==> src/rtl/core/rational_arith_unit_assert.svh <==
// Assertion macros shared by the rational arithmetic unit RTL.
// All checks sample on clk and stay quiet while rst_n is low.
`ifndef RATIONAL_ARITH_UNIT_ASSERT_SVH
`define RATIONAL_ARITH_UNIT_ASSERT_SVH

// Same-cycle implication.
`define RAU_ASSERT_NOW(lbl, ante, cons, msg) \
  lbl: assert property (@(posedge clk) disable iff (!rst_n) (ante) |-> (cons)) else $error(msg);

// Next-cycle implication.
`define RAU_ASSERT_NEXT(lbl, ante, cons, msg) \
  lbl: assert property (@(posedge clk) disable iff (!rst_n) (ante) |=> (cons)) else $error(msg);

`endif

==> src/rtl/core/rau_pkg.sv <==
// ----------------------------------------------------------------------------
// rau_pkg
// Types, codes and sizes shared by the rational arithmetic unit.
// ----------------------------------------------------------------------------
`default_nettype none

package rau_pkg;

  localparam int WIDTH  = 32;               // operand field width
  localparam int WIDE_W = 2 * WIDTH;        // product and reduction width
  localparam int CNT_W  = $clog2(WIDE_W);   // iteration counter width

  // Opcodes
  localparam logic [3:0] OP_ADD = 4'd0;
  localparam logic [3:0] OP_SUB = 4'd1;
  localparam logic [3:0] OP_MUL = 4'd2;
  localparam logic [3:0] OP_DIV = 4'd3;
  localparam logic [3:0] OP_NEG = 4'd4;
  localparam logic [3:0] OP_LT  = 4'd5;
  localparam logic [3:0] OP_LE  = 4'd6;
  localparam logic [3:0] OP_GT  = 4'd7;
  localparam logic [3:0] OP_GE  = 4'd8;
  localparam logic [3:0] OP_EQ  = 4'd9;
  localparam logic [3:0] OP_NE  = 4'd10;

  // Status codes
  localparam logic [1:0] ST_OK  = 2'd0;
  localparam logic [1:0] ST_ERR = 2'd1;
  localparam logic [1:0] ST_OVF = 2'd2;

  typedef struct packed {
    logic [3:0]              opcode;
    logic signed [WIDTH-1:0] a_num;
    logic signed [WIDTH-1:0] a_den;
    logic signed [WIDTH-1:0] b_num;
    logic signed [WIDTH-1:0] b_den;
  } rau_in_t;

  typedef struct packed {
    logic signed [WIDTH-1:0] res_num;
    logic [WIDTH-2:0]        res_den;
    logic                    cmp_true;
    logic [1:0]              status;
  } rau_out_t;

  // Operands of the shared add/subtract unit
  typedef struct packed {
    logic [WIDE_W-1:0] a;
    logic [WIDE_W-1:0] b;
    logic              sub;
  } rau_as_req_t;

  typedef enum logic [3:0] {
    S_IDLE, S_M1, S_M2, S_M3, S_M4, S_COMB, S_SUM2,
    S_GINIT, S_GCD, S_DIVN, S_DIVD, S_FIN
  } rau_state_t;

endpackage

`default_nettype wire

==> src/rtl/core/rau_mul.sv <==
// ----------------------------------------------------------------------------
// rau_mul
// Unsigned magnitude multiplier with a registered product.
// ----------------------------------------------------------------------------
`default_nettype none

module rau_mul (
  input  wire logic                           clk,
  input  wire logic [rau_pkg::WIDTH-1:0]      a,
  input  wire logic [rau_pkg::WIDTH-1:0]      b,
  output logic      [2*rau_pkg::WIDTH-1:0]    prod_r
);
  import rau_pkg::*;

  // register the product
  always_ff @(posedge clk) begin
    prod_r <= WIDE_W'(a) * WIDE_W'(b);
  end

endmodule

`default_nettype wire

==> config.mk <==
export PLATFORM = sky130hd
export DESIGN_NAME = rau_mul
export DESIGN_NICKNAME = d
export VERILOG_FILES = /design/src/rtl/core/rational_arith_unit_assert.svh /design/src/rtl/core/rau_pkg.sv /design/src/rtl/core/rau_mul.sv
export SDC_FILE = /design/constraint.sdc
export NUM_CORES = 2
export LEC_CHECK = 0
export ABC_CLOCK_PERIOD_IN_PS = 14400
export BUFFER_PORTS_ARGS = -buffer_cell sky130_fd_sc_hd__buf_2
export CORE_UTILIZATION = 31
export CTS_CLUSTER_DIAMETER = 40
export DETAILED_ROUTE_END_ITERATION = 12
export PLACE_DENSITY = 0.47
export REMOVE_ABC_BUFFERS = 1
export SLEW_MARGIN = 10
export SYNTH_ARGS = -nofsm -noshare
export SYNTH_HDL_FRONTEND = slang
export SYNTH_SLANG_ARGS = --single-unit
==> constraint.sdc <==
create_clock -name clk -period 14.4 [get_ports clk]
set_input_delay 2.88 -clock clk [delete_from_list [all_inputs] [get_ports clk]]
set_output_delay 2.88 -clock clk [all_outputs]
set_load 0.02 [all_outputs]
Word-level counts from Yosys, hierarchy flattened
Cells that the tools add are included.
{"block": "word_totals", "register_bits": 64, "inputBits": 65, "output_inout_bits": 64, "wordCells": 2}
{"block": "op_classes", "mul": 1}
{"operator": "32-bit by 32-bit multiplier with 64-bit output", "count": 1}

Longest topological paths before layout
{"block": "depth", "ltp_word": 1, "ltp_mapped": 29, "depth_no_buf": 27}

Least setup slack after synthesis
OpenSTA, ideal clock, no wires.
{"block": "synth_timing", "path_type": "input port to flip-flop", "start": "in a[25] in the netlist's numbering", "end": "reg prod_r[62] in the netlist's numbering", "setup_ps": 72, "arrival_ps": 9561, "required_ps": 14328, "slack_ps": 4767, "stages": 25, "n_path_buf": 2, "cell_sequence": "clkbuf_1 -> nand2_1 -> fa_1 -> inv_1 -> fa_1 -> inv_1 -> fa_1 -> inv_1 -> fa_1 -> fa_1 -> fa_1 -> fa_1 -> inv_1 -> fa_1 -> inv_1 -> ha_1 -> buf_2 -> nand4_1 -> or4_1 -> or3_1 -> a31oi_1 -> a31o_2 -> a211oi_1 -> o21ai_1 -> xor2_1"}
{"block": "synth_between", "elab_chain_len": 1}
{"element": "from (decl)", "line_no": "rau_mul.sv:9", "rtl": "input wire logic [rau_pkg::WIDTH-1:0] a,"}
{"element": "32-bit by 32-bit multiplier with 64-bit output", "line_no": "rau_mul.sv:17", "rtl": "prod_r <= WIDE_W'(a) * WIDE_W'(b);"}
{"element": "to (signal assigned)", "line_no": "rau_mul.sv:17"}
{"element": "to (decl)", "line_no": "rau_mul.sv:11", "rtl": "output logic [2*rau_pkg::WIDTH-1:0] prod_r"}
Every way passes these cells.

Final worst setup path
{"block": "layout_timing", "start": "in a[30] in the netlist's numbering", "end": "reg prod_r[62] in the netlist's numbering"}
Same word-level chain as after synthesis.

==> metrics.txt <==
# TYPE chip_impl_metric gauge
chip_impl_metric{name="cts.clk_slew.worst_paths",unit="ns"} 0.06
chip_impl_metric{name="fill_cells",unit=""} 11765
chip_impl_metric{name="via_count",unit=""} 24115
chip_impl_metric{name="worstPathMaxFanout",unit=""} 32
chip_impl_metric{name="final_core_utilization",unit="%"} 33.26
chip_impl_info{name="worstSetupStartpoint",value="a[30]"} 1
chip_impl_metric{name="cts_resized",unit=""} 0
chip_impl_metric{name="final_layout_size_suffix_gt1_share",unit="%"} 4.978
chip_impl_metric{name="worst_pin_slew",unit="ns"} 0.9844
chip_impl_metric{name="rows",unit=""} 122
chip_impl_metric{name="timing_hold_violations_final",unit=""} 0
chip_impl_metric{name="synth_area_per_cell",unit="um2"} 9.252
chip_impl_info{name="slowest_stage",value="sky130_fd_sc_hd__buf_2"} 1
chip_impl_info{name="top_flop_regs",value="prod_r: 64 flops"} 1
chip_impl_metric{name="drc_markers",unit=""} 0
chip_impl_info{name="status",value="completed"} 1
chip_impl_metric{name="max-cap-violations",unit=""} 0
chip_impl_metric{name="post_route_fraction_of_the_period_consumed_by_the_critical_path",unit="%"} 73.50
chip_impl_metric{name="synth_seq_area_share",unit="%"} 3.695
chip_impl_info{name="grt_setup_unrepaired",value="false"} 1
chip_impl_metric{name="finalSetupTns",unit="ns"} 0
chip_impl_metric{name="avgRoutedWirePerCell",unit="um"} 19.66
chip_impl_metric{name="ctsHtreeMaxLevel",unit=""} 3
chip_impl_metric{name="via_count_of_the_first_global_routing_pass",unit=""} 26991
chip_impl_metric{name="largest_register_ff_count",unit=""} 64
chip_impl_metric{name="initial_antenna_violation_count",unit=""} 2
chip_impl_metric{name="post_synthesis_cells",unit=""} 3748
chip_impl_metric{name="grt.overflow.total",unit=""} 0
chip_impl_metric{name="yosys_warnings",unit=""} 0
chip_impl_metric{name="core_region_area",unit="um2"} 110800
chip_impl_metric{name="total_clock_buffers_created_by_cts",unit=""} 9
chip_impl_metric{name="critical_path_required",unit="ns"} 14.70
chip_impl_metric{name="final-setup-viol-count",unit=""} 0
chip_impl_info{name="largest_register_by_flop_count",value="prod_r"} 1
chip_impl_metric{name="route.antenna.remaining_nets",unit=""} 0
chip_impl_metric{name="clkSinkCount",unit=""} 64
chip_impl_info{name="tritoncts",value="yes"} 1
chip_impl_metric{name="mappedNetlistArea",unit="um2"} 34680
chip_impl_metric{name="final_net_count",unit=""} 4915
chip_impl_metric{name="worst-endpoint-arrival",unit="ns"} 10.88
chip_impl_metric{name="cts_setup_buffers",unit=""} 0
chip_impl_metric{name="maximum_clock_insertion_buffer_count",unit=""} 2
chip_impl_metric{name="chipHeight",unit="um"} 336.5
chip_impl_metric{name="yosysUniqueCellTypes",unit=""} 57
chip_impl_info{name="worstSetupStartpointType",value="primary input"} 1
chip_impl_metric{name="first_pass_iters",unit=""} 5
chip_impl_info{name="synth_ff_type",value="sky130_fd_sc_hd__dfxtp_1"} 1
chip_impl_metric{name="ys_async_sr_fraction",unit="%"} 0
chip_impl_metric{name="design.die.area",unit="um2"} 113200
chip_impl_info{name="worstHoldPathType",value="in -> reg"} 1
chip_impl_metric{name="hold_buf_count_cts",unit=""} 0
chip_impl_metric{name="grt_start_max_net_pins",unit=""} 33
chip_impl_metric{name="syn2layout_area_growth",unit="%"} 6.289
chip_impl_info{name="critical_path.endpoint_type",value="register"} 1
chip_impl_metric{name="number_of_synthesized_flops_with_an_enable_pin",unit=""} 0
chip_impl_metric{name="finalWirelength",unit="mm"} 102.0
chip_impl_metric{name="worst_path_largest_cell_delay",unit="ns"} 0.66
chip_impl_metric{name="global_router_s_overall_resource_usage",unit="%"} 18.97
chip_impl_info{name="critical_path.cell_chain",value="buf_2 > nand2_1 > fa_1 > inv_1 > fa_1 > fa_1 > inv_1 > fa_1 > inv_1 > fa_1 > fa_1 > fa_1 > inv_1 > fa_1 > inv_1 > ha_1 > nand4_1 > or4_1 > or3_1 > a31oi_1 > a31o_2 > a211oi_1 > o21ai_1 > xor2_1"} 1
chip_impl_metric{name="dieWidth",unit="um"} 336.5
chip_impl_metric{name="drt-initial-drc-count",unit=""} 922
chip_impl_info{name="clockRootBuffer",value="sky130_fd_sc_hd__clkbuf_16"} 1
chip_impl_info{name="path_class",value="in -> reg"} 1
chip_impl_metric{name="io_pins",unit=""} 129
chip_impl_metric{name="timing.final.max_slew_violations",unit=""} 0
chip_impl_metric{name="post-dp-hpwl",unit="mm"} 80.07
chip_impl_metric{name="avgViaCountPerCell",unit=""} 4.648
chip_impl_metric{name="place.gp.congestion",unit=""} 0.8465
chip_impl_metric{name="placement.io_buffers",unit=""} 128
chip_impl_metric{name="worst_slew_margin_rel",unit="%"} 34.37
chip_impl_info{name="crit_path_frequent_cell",value="sky130_fd_sc_hd__fa_1"} 1
chip_impl_info{name="worst_hold_startpoint",value="a[0]"} 1
chip_impl_metric{name="grt_first_pass_wirelength",unit="mm"} 161.8
chip_impl_metric{name="postSynthRegisterBits",unit=""} 64
chip_impl_metric{name="post-route-min-period",unit="ns"} 10.58
chip_impl_metric{name="upper_clock_frequency_limit",unit="MHz"} 94.49
chip_impl_metric{name="start_util",unit="%"} 31.29
## synth_stat cells (4+ instances only)
| cell type | n | area share [%] |
|---|---|---|
| sky130_fd_sc_hd__xor2_1 | 25 | 0.63 |
| sky130_fd_sc_hd__ha_1 | 263 | 9.5 |
| sky130_fd_sc_hd__o21ai_1 | 5 | 0.072 |
| sky130_fd_sc_hd__and3_1 | 14 | 0.25 |
| sky130_fd_sc_hd__buf_2 | 6 | 0.087 |
| sky130_fd_sc_hd__inv_1 | 865 | 9.4 |
| sky130_fd_sc_hd__clkbuf_1 | 213 | 2.3 |
| sky130_fd_sc_hd__a21o_1 | 40 | 0.87 |
| sky130_fd_sc_hd__a221o_1 | 4 | 0.12 |
| sky130_fd_sc_hd__nor2_1 | 20 | 0.22 |
| sky130_fd_sc_hd__o21bai_1 | 10 | 0.22 |
| sky130_fd_sc_hd__o21ai_0 | 21 | 0.30 |
| sky130_fd_sc_hd__o21a_1 | 9 | 0.19 |
| sky130_fd_sc_hd__nand4_1 | 23 | 0.41 |
| sky130_fd_sc_hd__dfxtp_1 | 64 | 3.7 |
| sky130_fd_sc_hd__fa_1 | 896 | 52 |
| sky130_fd_sc_hd__and2_1 | 602 | 11 |
| sky130_fd_sc_hd__nand3_1 | 10 | 0.14 |
| sky130_fd_sc_hd__a21oi_1 | 63 | 0.91 |
| sky130_fd_sc_hd__a31oi_1 | 12 | 0.22 |
| sky130_fd_sc_hd__xnor2_1 | 35 | 0.88 |
| sky130_fd_sc_hd__nand2_1 | 480 | 5.2 |
| sky130_fd_sc_hd__nor3_1 | 7 | 0.10 |
## cell type report
type	count	area (um2)	area share, %
Antenna cell	4	10.01	0.02716
Sequential cell	64	1281	3.476
Inverter	865	3247	8.809
Multi-Input combinational cell	2599	29310	79.54
Tap cell	1488	1862	5.051
Clock buffer	11	242.7	0.6586
Timing Repair Buffer	152	820.8	2.227
Clock inverter	5	78.83	0.2139
## worst paths after layout
kind,cells after the start,slack (ns),endpoint
hold / removal,3,3.16,prod_r[0]
setup / recovery,24,3.82,prod_r[62]
## cells by family after synthesis
kind of cell | count (synthesis) | share of synthesized area, %
AO/OA/AOI/OAI | 202 | 4.153
multiplexers | 1 | 0.02887
buffers and inverters | 1085 | 11.77
XOR/XNOR | 60 | 1.515
flip-flops | 64 | 3.695
adder cells (fa/ha/maj) | 1159 | 61.22
AND/OR/NAND/NOR | 1177 | 17.62
## critical path, delay by kind of cell
family                   cells  cell delay [ns]
AND/OR/NAND/NOR              4             1.24
buffers and inverters        6             0.92
AO/OA/AOI/OAI                4             1.21
adder cells (fa/ha/maj)      9             4.45
XOR/XNOR                     1             0.14
## cell usage in the layout, fill, tap and decap left out, drive strengths merged, types with 7 or more instances in the layout
cell    instances
a21o           40
a21oi          66
a31oi          12
and2          602
and3           14
buf           152
clkbuf         11
dfxtp          64
fa            896
ha            263
inv           866
nand2         480
nand3          10
nand4          23
nor2           20
nor3            7
o21a            9
o21ai          26
o21bai         11
xnor2          35
xor2           25
## metal layers
metal / global-route usage, % / up-vias / share of wire [%]
li1: - / 10730 / -
met2: 33.98 / 428 / 51
met5: 0 / - / 0
met3: 1.478 / 91 / 3.0
met4: 4.091 / 0 / 2.2
met1: 24.87 / 12866 / 44
## metrics by stage
step                      cell area (um2)  hold slack, ns  worst slack [ns]  instances
after floorplan                     33840           3.002             5.051       3528
after global placement              36530           3.295             3.523       5168
after detailed placement            36530           3.295             3.469       5168
after CTS                           36850           3.153             3.857       5184
after global routing                36850           3.180             3.468       5184
final                               36860           3.164             3.816       5188
Power is not shown: default switching activity piles up to over one toggle a cycle in this logic, so the estimate is an artifact.
