$ cat config.mk
export PLATFORM = sky130hd
export DESIGN_NAME = rau_addsub
export DESIGN_NICKNAME = d
export VERILOG_FILES = /design/src/rtl/core/rational_arith_unit_assert.svh /design/src/rtl/core/rau_pkg.sv /design/src/rtl/core/rau_addsub.sv
export SDC_FILE = /design/constraint.sdc
export NUM_CORES = 1
export LEC_CHECK = 0
export BUFFER_PORTS_ARGS = -buffer_cell sky130_fd_sc_hd__clkbuf_2
export CORE_MARGIN = 3
export CORE_UTILIZATION = 35
export DETAILED_ROUTE_END_ITERATION = 8
export GPL_TIMING_DRIVEN = 0
export SYNTH_ARGS = -nofsm -noshare
export SYNTH_HDL_FRONTEND = slang
export SYNTH_SLANG_ARGS = --single-unit
$ cat constraint.sdc
create_clock -name vclk -period 7.5
set_input_delay 1.125 -clock vclk [all_inputs]
set_output_delay 1.125 -clock vclk [all_outputs]
set_load 0.03 [all_outputs]
$ cat src/rtl/core/rational_arith_unit_assert.svh
// Assertion macros shared by the rational arithmetic unit RTL.
// All checks sample on clk and stay quiet while rst_n is low.
`ifndef RATIONAL_ARITH_UNIT_ASSERT_SVH
`define RATIONAL_ARITH_UNIT_ASSERT_SVH

// Same-cycle implication.
`define RAU_ASSERT_NOW(lbl, ante, cons, msg) \
  lbl: assert property (@(posedge clk) disable iff (!rst_n) (ante) |-> (cons)) else $error(msg);

// Next-cycle implication.
`define RAU_ASSERT_NEXT(lbl, ante, cons, msg) \
  lbl: assert property (@(posedge clk) disable iff (!rst_n) (ante) |=> (cons)) else $error(msg);

`endif

$ cat src/rtl/core/rau_pkg.sv
// ----------------------------------------------------------------------------
// rau_pkg
// Types, codes and sizes shared by the rational arithmetic unit.
// ----------------------------------------------------------------------------
`default_nettype none

package rau_pkg;

  localparam int WIDTH  = 32;               // operand field width
  localparam int WIDE_W = 2 * WIDTH;        // product and reduction width
  localparam int CNT_W  = $clog2(WIDE_W);   // iteration counter width

  // Opcodes
  localparam logic [3:0] OP_ADD = 4'd0;
  localparam logic [3:0] OP_SUB = 4'd1;
  localparam logic [3:0] OP_MUL = 4'd2;
  localparam logic [3:0] OP_DIV = 4'd3;
  localparam logic [3:0] OP_NEG = 4'd4;
  localparam logic [3:0] OP_LT  = 4'd5;
  localparam logic [3:0] OP_LE  = 4'd6;
  localparam logic [3:0] OP_GT  = 4'd7;
  localparam logic [3:0] OP_GE  = 4'd8;
  localparam logic [3:0] OP_EQ  = 4'd9;
  localparam logic [3:0] OP_NE  = 4'd10;

  // Status codes
  localparam logic [1:0] ST_OK  = 2'd0;
  localparam logic [1:0] ST_ERR = 2'd1;
  localparam logic [1:0] ST_OVF = 2'd2;

  typedef struct packed {
    logic [3:0]              opcode;
    logic signed [WIDTH-1:0] a_num;
    logic signed [WIDTH-1:0] a_den;
    logic signed [WIDTH-1:0] b_num;
    logic signed [WIDTH-1:0] b_den;
  } rau_in_t;

  typedef struct packed {
    logic signed [WIDTH-1:0] res_num;
    logic [WIDTH-2:0]        res_den;
    logic                    cmp_true;
    logic [1:0]              status;
  } rau_out_t;

  // Operands of the shared add/subtract unit
  typedef struct packed {
    logic [WIDE_W-1:0] a;
    logic [WIDE_W-1:0] b;
    logic              sub;
  } rau_as_req_t;

  typedef enum logic [3:0] {
    S_IDLE, S_M1, S_M2, S_M3, S_M4, S_COMB, S_SUM2,
    S_GINIT, S_GCD, S_DIVN, S_DIVD, S_FIN
  } rau_state_t;

endpackage

`default_nettype wire

$ cat src/rtl/core/rau_addsub.sv
// ----------------------------------------------------------------------------
// rau_addsub
// Shared wide adder/subtractor with carry out (carry high: no borrow).
// ----------------------------------------------------------------------------
`default_nettype none

module rau_addsub (
  input  wire rau_pkg::rau_as_req_t           req,
  output logic [2*rau_pkg::WIDTH-1:0]         sum,
  output logic                                carry
);
  import rau_pkg::*;

  logic [WIDE_W:0]   full;
  logic [WIDE_W-1:0] b_op;

  // invert b and add one for subtraction
  always_comb begin
    b_op = req.sub ? ~req.b : req.b;
    full = {1'b0, req.a} + {1'b0, b_op} + {{WIDE_W{1'b0}}, req.sub};
    sum   = full[WIDE_W-1:0];
    carry = full[WIDE_W];
  end

endmodule

`default_nettype wire

* Word-level counts from Yosys, hierarchy flattened *
Index checks and enable logic that the tools add are counted.

cells by class
  add/subtract/negate cells = 2
  $mul = 0
  div/mod/pow operators = 0
  order comparisons = 0
  equal/unequal tests = 0
  shift-type cells = 0
  mux-type cells = 1
  bitwise gates (word level) = 1
  reductions and logical operators = 0

operators with widths
  operator                                   number
  64-bit by 64-bit adder with 65-bit output  1
  65-bit by 1-bit adder with 65-bit output   1
  64-bit 2-to-1 mux                          1
  64-bit NOT                                 1

word-level totals
  register bits after elaboration = 0
  bits in latches = 0
  memory bits (writable) = 0
  ROM bits = 0
  input port bits = 129
  memories kept = 0

* Logic depth before layout (Yosys ltp) *
Gate-level depths: netlist of the first run.

  word-level depth = 4
  mapped depth = 14
  depth with buffers taken out = 12

* Worst setup path before layout of the first run *
Ideal clock, no wire load.

  kind = input-to-output
  from = in req[0] (netlist name)
  to = out sum[58] (netlist name)
  data arrival time = 4.381 ns
  data required time = 6.375 ns
  setup slack = 1.994 ns
  cell stages on the path = 13
  path buffers = 2
  cell sequence = buf_2 buf_1 xor2_1 ha_1 nand2_1 o21bai_2 a2111oi_4 o2111ai_1 nand3_1 a311oi_2 a211oi_4 a41oi_1 xnor2_1

between the ends
  cells in the longest elaborated chain, start to end = 3

ends and longest elaborated chain
  what                                        line              RTL
  start, declared                             rau_addsub.sv:8   input wire rau_pkg::rau_as_req_t req,
  64-bit 2-to-1 mux                           rau_addsub.sv:19  b_op = req.sub ? ~req.b : req.b;
  64-bit by 64-bit adder with 65-bit output   rau_addsub.sv:20  full = {1'b0, req.a} + {1'b0, b_op} + {{WIDE_W{1'b0}}, req.sub};
  65-bit by 1-bit adder with 65-bit output *  rau_addsub.sv:20
  end, declared                               rau_addsub.sv:9   output logic [2*rau_pkg::WIDTH-1:0] sum,

Every way passes the cells marked *; elsewhere a longest branch is shown, timed or not.

* Worst setup path after layout of the first run *
  from = in req[0] (netlist name)
  to = out sum[61] (netlist name)

The elaborated chain is that of the path after synthesis.

==> metrics.csv, run 1 <==
stage;metric;value;unit
outcome;status;completed;
routing;ANT nets after route;0;
final_layout;Area growth syn-to-layout;25.93;%
pwr;Pwr per Cell Area;171.7;mW/mm²
synth;commonest cells in the synthesized netlist;xor2_1 (86), a21oi_1 (82), ha_1 (69);
routing;WL/cell;14.51;µm
sta;Max Slew Vio Count;0;
worst_setup_path;WS Path Type;in2out;
global_route;total global routing overflow;0;
worst_setup_path;Worst EP required;6.38;ns
final_layout;fill cell count;1404;
place;Final HPWL DP;12.79;mm
routing;DR pass1 iterations;4;
sta;setup TNS;0;ns
routing;Routed WL;14.52;mm
sta;min cycle time layout;6.324;ns
worst_setup_path;WP data arrival;5.20;ns
global_route;gr usage total;0.1898;
routing;met3 wire len;612;µm
global_route;largest net degree at the start of global routing;11;
final_layout;final core utilization;0.4527;
sta;period utilization;0.8432;
final_layout;Register Area;0;µm²
place;GPL Wtd Cong;0.8439;
global_route;initial antenna violation count;0;
final_layout;Final nets;1030;
synth;most frequent cell after synthesis;xor2_1;
routing;Top Metal Used;met4;
sta;maximum clock frequency;0.1581;GHz
die;IO Count;194;
die;DIE AREA;0.01442;mm²
synth;Cell variety after synth;71;
routing;Vias;5241;
routing;WL met1;6.970;mm
place;port bufs;193;
pwr;maximum VDD drop;0.00009014;V
routing;vias per std cell;5.236;
synth;synthesized cell area;0.004554;mm²
synth;post-synth top area cell;ha_1;
synth;Mapped Cells;636;
synth;Avg Inst Size Synth;7.161;µm²
min_path;Hold/Removal Path Class;in2out;
worst_setup_path;crit-path cells;buf_2 > buf_1 > xor2_1 > ha_1 > clkbuf_2 > a21oi_1 > o22ai_1 > a2111oi_0 > a31oi_1 > a31o_2 > a21oi_1 > xnor2_1 > clkbuf_2;
worst_setup_path;Worst setup EP type;output pin;
synth;Synth Net Count;835;
synth;Synth warnings;0;
pwr;LEAKAGE;2.894;nW
clock_tree;post_cts resized;0;
sta;actual slew at the worst max-slew pin;1.016;ns
routing;First DRT Iteration DRCs;258;
die;core area;0.01267;mm²
global_route;first-pass GRT wire length;23.38;mm
sta;Finish-stage setup viols;0;
worst_setup_path;startpoint types;primary input;
worst_setup_path;Slowest-stage cell, CP;a2111oi_0;
die;die height;120.1;µm
run;Max-cap violations;0;
clock_tree;Post-CTS Hold Fix Bufs;0;
sta;Fin. Hold Viols;0;
routing;drc violations;0;
global_route;vias in the first global route;4982;
routing;metal2 WL;6.830;mm
final_layout;seq_cells;0;
final_layout;clkbuf count;0;
sta;Rel. slew slack;0.3050;
die;initial core utilization;0.3594;
sta;unrepaired setup endpoints after global routing;no;
final_layout;diodes inserted;0;
final_layout;layout cells sized above 1;0.2762;
worst_setup_path;CP Max Fanout;10;
synth;top post-synthesis cells by area;ha_1 (19%), xor2_1 (17%), a21oi_1 (9.0%), xnor2_1 (7.1%), a21o_1 (5.3%);
synth;Seq/Total Area, Yosys;0;
synth;Synth top area share;0.1896;
clock_tree;post-CTS setup buffers;0;
die;DIE WIDTH;120.1;µm
worst_setup_path;CP peak stage delay;0.87;ns
die;Rows;41;
==> worst paths after layout <==
kind,startpoint,to,slack (ns),cells past startpoint
min,req[65],sum[0],2.59,3
max,req[0],sum[61],1.18,13
==> cells by family after synthesis <==
group	Yosys count	share of synthesized area
and+or+nand+nor	169	0.1821
adders and majority gates	70	0.1940
xor gates and xnor gates	123	0.2365
buffers and inverters	44	0.04835
AOI/OAI and AO/OA	228	0.3346
muxes	2	0.004396
==> area by class of cell <==
cell class	instances	area, µm²	area share
multi-input combinational	592	4334	0.7557
timing repair buffer	193	965.9	0.1684
inverter	20	75.07	0.01309
tap	172	215.2	0.03752
buffer	24	145.1	0.02531
==> metal layers <==
metal	GRT usage	vias up
li1	-	2722
met1	0.2707	2369
met2	0.3337	140
met3	0.005184	10
met4	0.01145	0
met5	0	-
==> worst max-delay path, delay by kind of cell <==
| family | cells | cell delay, ns |
|---|---|---|
| xor gates and xnor gates | 2 | 0.36 |
| adders and majority gates | 1 | 0.24 |
| buffers and inverters | 4 | 1.25 |
| AOI/OAI and AO/OA | 6 | 2.20 |
==> placed cells by master, fill, tap and decap left out, types with 3 or more instances in the layout <==
master / count
nand2b_1: 5
o21a_1: 5
nor2_1: 37
a21oi_1: 82
clkbuf_1: 8
o21bai_1: 11
nor2b_1: 4
nand4_1: 14
and2_1: 7
nand3_1: 10
a21o_1: 32
clkbuf_2: 195
xnor2_1: 37
inv_1: 20
nand2_1: 61
buf_4: 4
and3_1: 3
o211ai_1: 3
ha_1: 69
o31ai_1: 5
a211oi_1: 4
a21boi_0: 5
a31oi_1: 7
a21o_2: 3
xor2_1: 86
buf_1: 6
o21ai_0: 34
nor4_1: 5
or3_1: 3
nor3_1: 6
a2111oi_0: 4
==> through the flow <==
stage               worst slack (ns)  hold WS [ns]  cells  instance area (µm²)  power, mW
finish                         1.176         2.589   1001                 5736     0.9847
global route                  0.8637         2.603   1001                 5736      1.075
CTS                            1.131         2.592   1001                 5736     0.9896
detailed placement             1.136         2.592   1001                 5736     0.9837
global placement               1.126         2.580   1001                 5736     0.9849
floorplan                      1.994         2.422    636                 4554     0.7248
==> power breakdown <==
part,switching (mW),leakage [nW],internal (mW)
registers,0,0,0
clock network,0,0,0
logic,0.645,2.89,0.339
No activity file was read; power rests on OpenSTA's default activity.
==> inputs of run 2 (changes only) <==
==> constraint.sdc (replaced) <==
create_clock -name vclk -period 6.25
set_input_delay 0.9375 -clock vclk [all_inputs]
set_output_delay 0.9375 -clock vclk [all_outputs]
set_load 0.03 [all_outputs]
==> run 2 against run 1 <==
Effect of this change: global-route usage stayed put; worst hold slack worse by 0.38 ns; total power rose by 20%; via count down 0.11%; critical endpoint is now sum[53]; largest power group unchanged.
==> metrics.csv, run 2 (same netlist as run 1, synthesis figures left out) <==
stage;metric;value;unit;change
outcome;status;completed;;
sta;setup TNS;0;ns;unchanged
die;DIE AREA;0.01442;mm²;unchanged
routing;drc violations;0;;unchanged
final_layout;final core utilization;0.4528;;about the same
place;port bufs;193;;unchanged
die;die height;120.1;µm;unchanged
final_layout;most frequent cells in the layout;clkbuf_2 (195), xor2_1 (86), a21oi_1 (82);;
final_layout;diodes inserted;0;;unchanged
sta;unrepaired setup endpoints after global routing;no;;
place;Final HPWL DP;12.79;mm;unchanged
die;IO Count;194;;unchanged
sta;Max Slew Vio Count;0;;unchanged
sta;Rel. slew slack;0.4525;;+0.1475
final_layout;layout cells sized above 1;0.2762;;unchanged
min_path;Hold Path Stages;3;;unchanged
final_layout;most common cell after layout, fill and taps aside;clkbuf_2;;
place;Placed Cells;1001;;unchanged
routing;vias per std cell;5.230;;-0.11%
final_layout;Register Area;0;µm²;unchanged
final_layout;Final nets;1030;;unchanged
final_layout;Post-Layout Cell Count;1001;;unchanged
routing;Top Metal Used;met4;;
run;Max-cap violations;0;;unchanged
die;initial core utilization;0.3594;;unchanged
routing;First DRT Iteration DRCs;230;;-11%
sta;hold slack;2.214;ns;-0.3750 ns
global_route;largest net degree at the start of global routing;11;;unchanged
clock_tree;post-CTS setup buffers;0;;unchanged
sta;post-route setup slack;0.4040;ns;-0.7720 ns
sta;min cycle time layout;5.846;ns;
global_route;vias in the first global route;4982;;unchanged
pwr;Tot Pwr;1.182;mW;+20%
min_path;Hold/Removal Path Class;in2out;;
global_route;total global routing overflow;0;;unchanged
worst_setup_path;CP peak stage delay;0.72;ns;-0.15 ns
die;DIE WIDTH;120.1;µm;unchanged
worst_setup_path;Slowest-stage cell, CP;a2111oi_0;;
worst_setup_path;CP Max Fanout;10;;unchanged
global_route;gr usage total;0.1898;;unchanged
routing;Vias;5235;;-0.11%
routing;ANT nets after route;0;;unchanged
routing;met3 wire len;651;µm;+6.4%
final_layout;Area growth syn-to-layout;25.96;%;about the same
worst_setup_path;WP data arrival;4.91;ns;-0.29 ns
global_route;first-pass GRT wire length;23.38;mm;unchanged
worst_setup_path;WP depth;14;;+1
worst_setup_path;WP buf/inv;3;;-1
worst_setup_path;crit-path cells;buf_2 > buf_1 > xor2_1 > ha_1 > a21oi_1 > a21boi_0 > o21ai_0 > a2111oi_0 > o311ai_1 > a31oi_1 > a31o_2 > o21ai_0 > xnor2_1 > clkbuf_2;;
worst_setup_path;Worst setup EP type;output pin;;
routing;WL met1;6.949;mm;-0.30%
pwr;maximum VDD drop;0.0001083;V;+20%
sta;Finish-stage setup viols;0;;unchanged
pwr;Pwr per Cell Area;206.0;mW/mm²;+20%
pwr;LEAKAGE;2.894;nW;unchanged
sta;period utilization;0.9354;;
sta;maximum clock frequency;0.1711;GHz;
place;dpl cell area;0.005736;mm²;unchanged
die;core area;0.01267;mm²;unchanged
routing;DR pass1 iterations;5;;+1
final_layout;fill cell count;1404;;unchanged
sta;Fin. Hold Viols;0;;unchanged
worst_setup_path;Worst EP required;5.31;ns;-1.07 ns
worst_setup_path;crit-path most repeated cell;o21ai_0;;
place;Post-Place Worst Slack;0.2612;ns;-0.8750 ns
final_layout;final instance area;0.005737;mm²;about the same
global_route;initial antenna violation count;0;;unchanged
routing;Routed WL;14.51;mm;-0.10%
die;Rows;41;;unchanged
worst_setup_path;startpoint types;primary input;;
worst_setup_path;Crit path max-delay family;compound AO/OA/AOI/OAI gates;;
sta;actual slew at the worst max-slew pin;0.8212;ns;-0.1950 ns
clock_tree;post_cts resized;0;;unchanged
final_layout;seq_cells;0;;unchanged
routing;metal2 WL;6.795;mm;-0.51%
worst_setup_path;WS Path Type;in2out;;
final_layout;clkbuf count;0;;unchanged
routing;WL/cell;14.49;µm;-0.10%
clock_tree;Post-CTS Hold Fix Bufs;0;;unchanged
place;GPL Wtd Cong;0.8439;;unchanged
run 2: cell counts in the layout (fill, tap and decap cells not counted):
Identical to the previous run, type by type.
run 2: final timing paths:
check  startpoint      end
min       req[65]   sum[0]
max        req[0]  sum[53]
run 2: layer usage:
| layer | GRT usage | vias up |
|---|---|---|
| li1 | - | 2722 |
| met1 | 0.2707 | 2361 |
| met2 | 0.3337 | 142 |
| met3 | 0.005184 | 10 |
| met4 | 0.01145 | 0 |
| met5 | 0 | - |
run 2: layout make-up:
class                      count  area, µm²  area share
buffer                        24      145.1     0.02530
inverter                      20      75.07     0.01309
tap                          172      215.2     0.03751
multi-input combinational    592       4335      0.7557
timing repair buffer         193      965.9      0.1684
run 2: power breakdown:
| group | leakage [nW] | internal [mW] | switching [mW] |
|---|---|---|---|
| registers | 0 | 0 | 0 |
| logic | 2.89 | 0.408 | 0.774 |
| clock network | 0 | 0 | 0 |
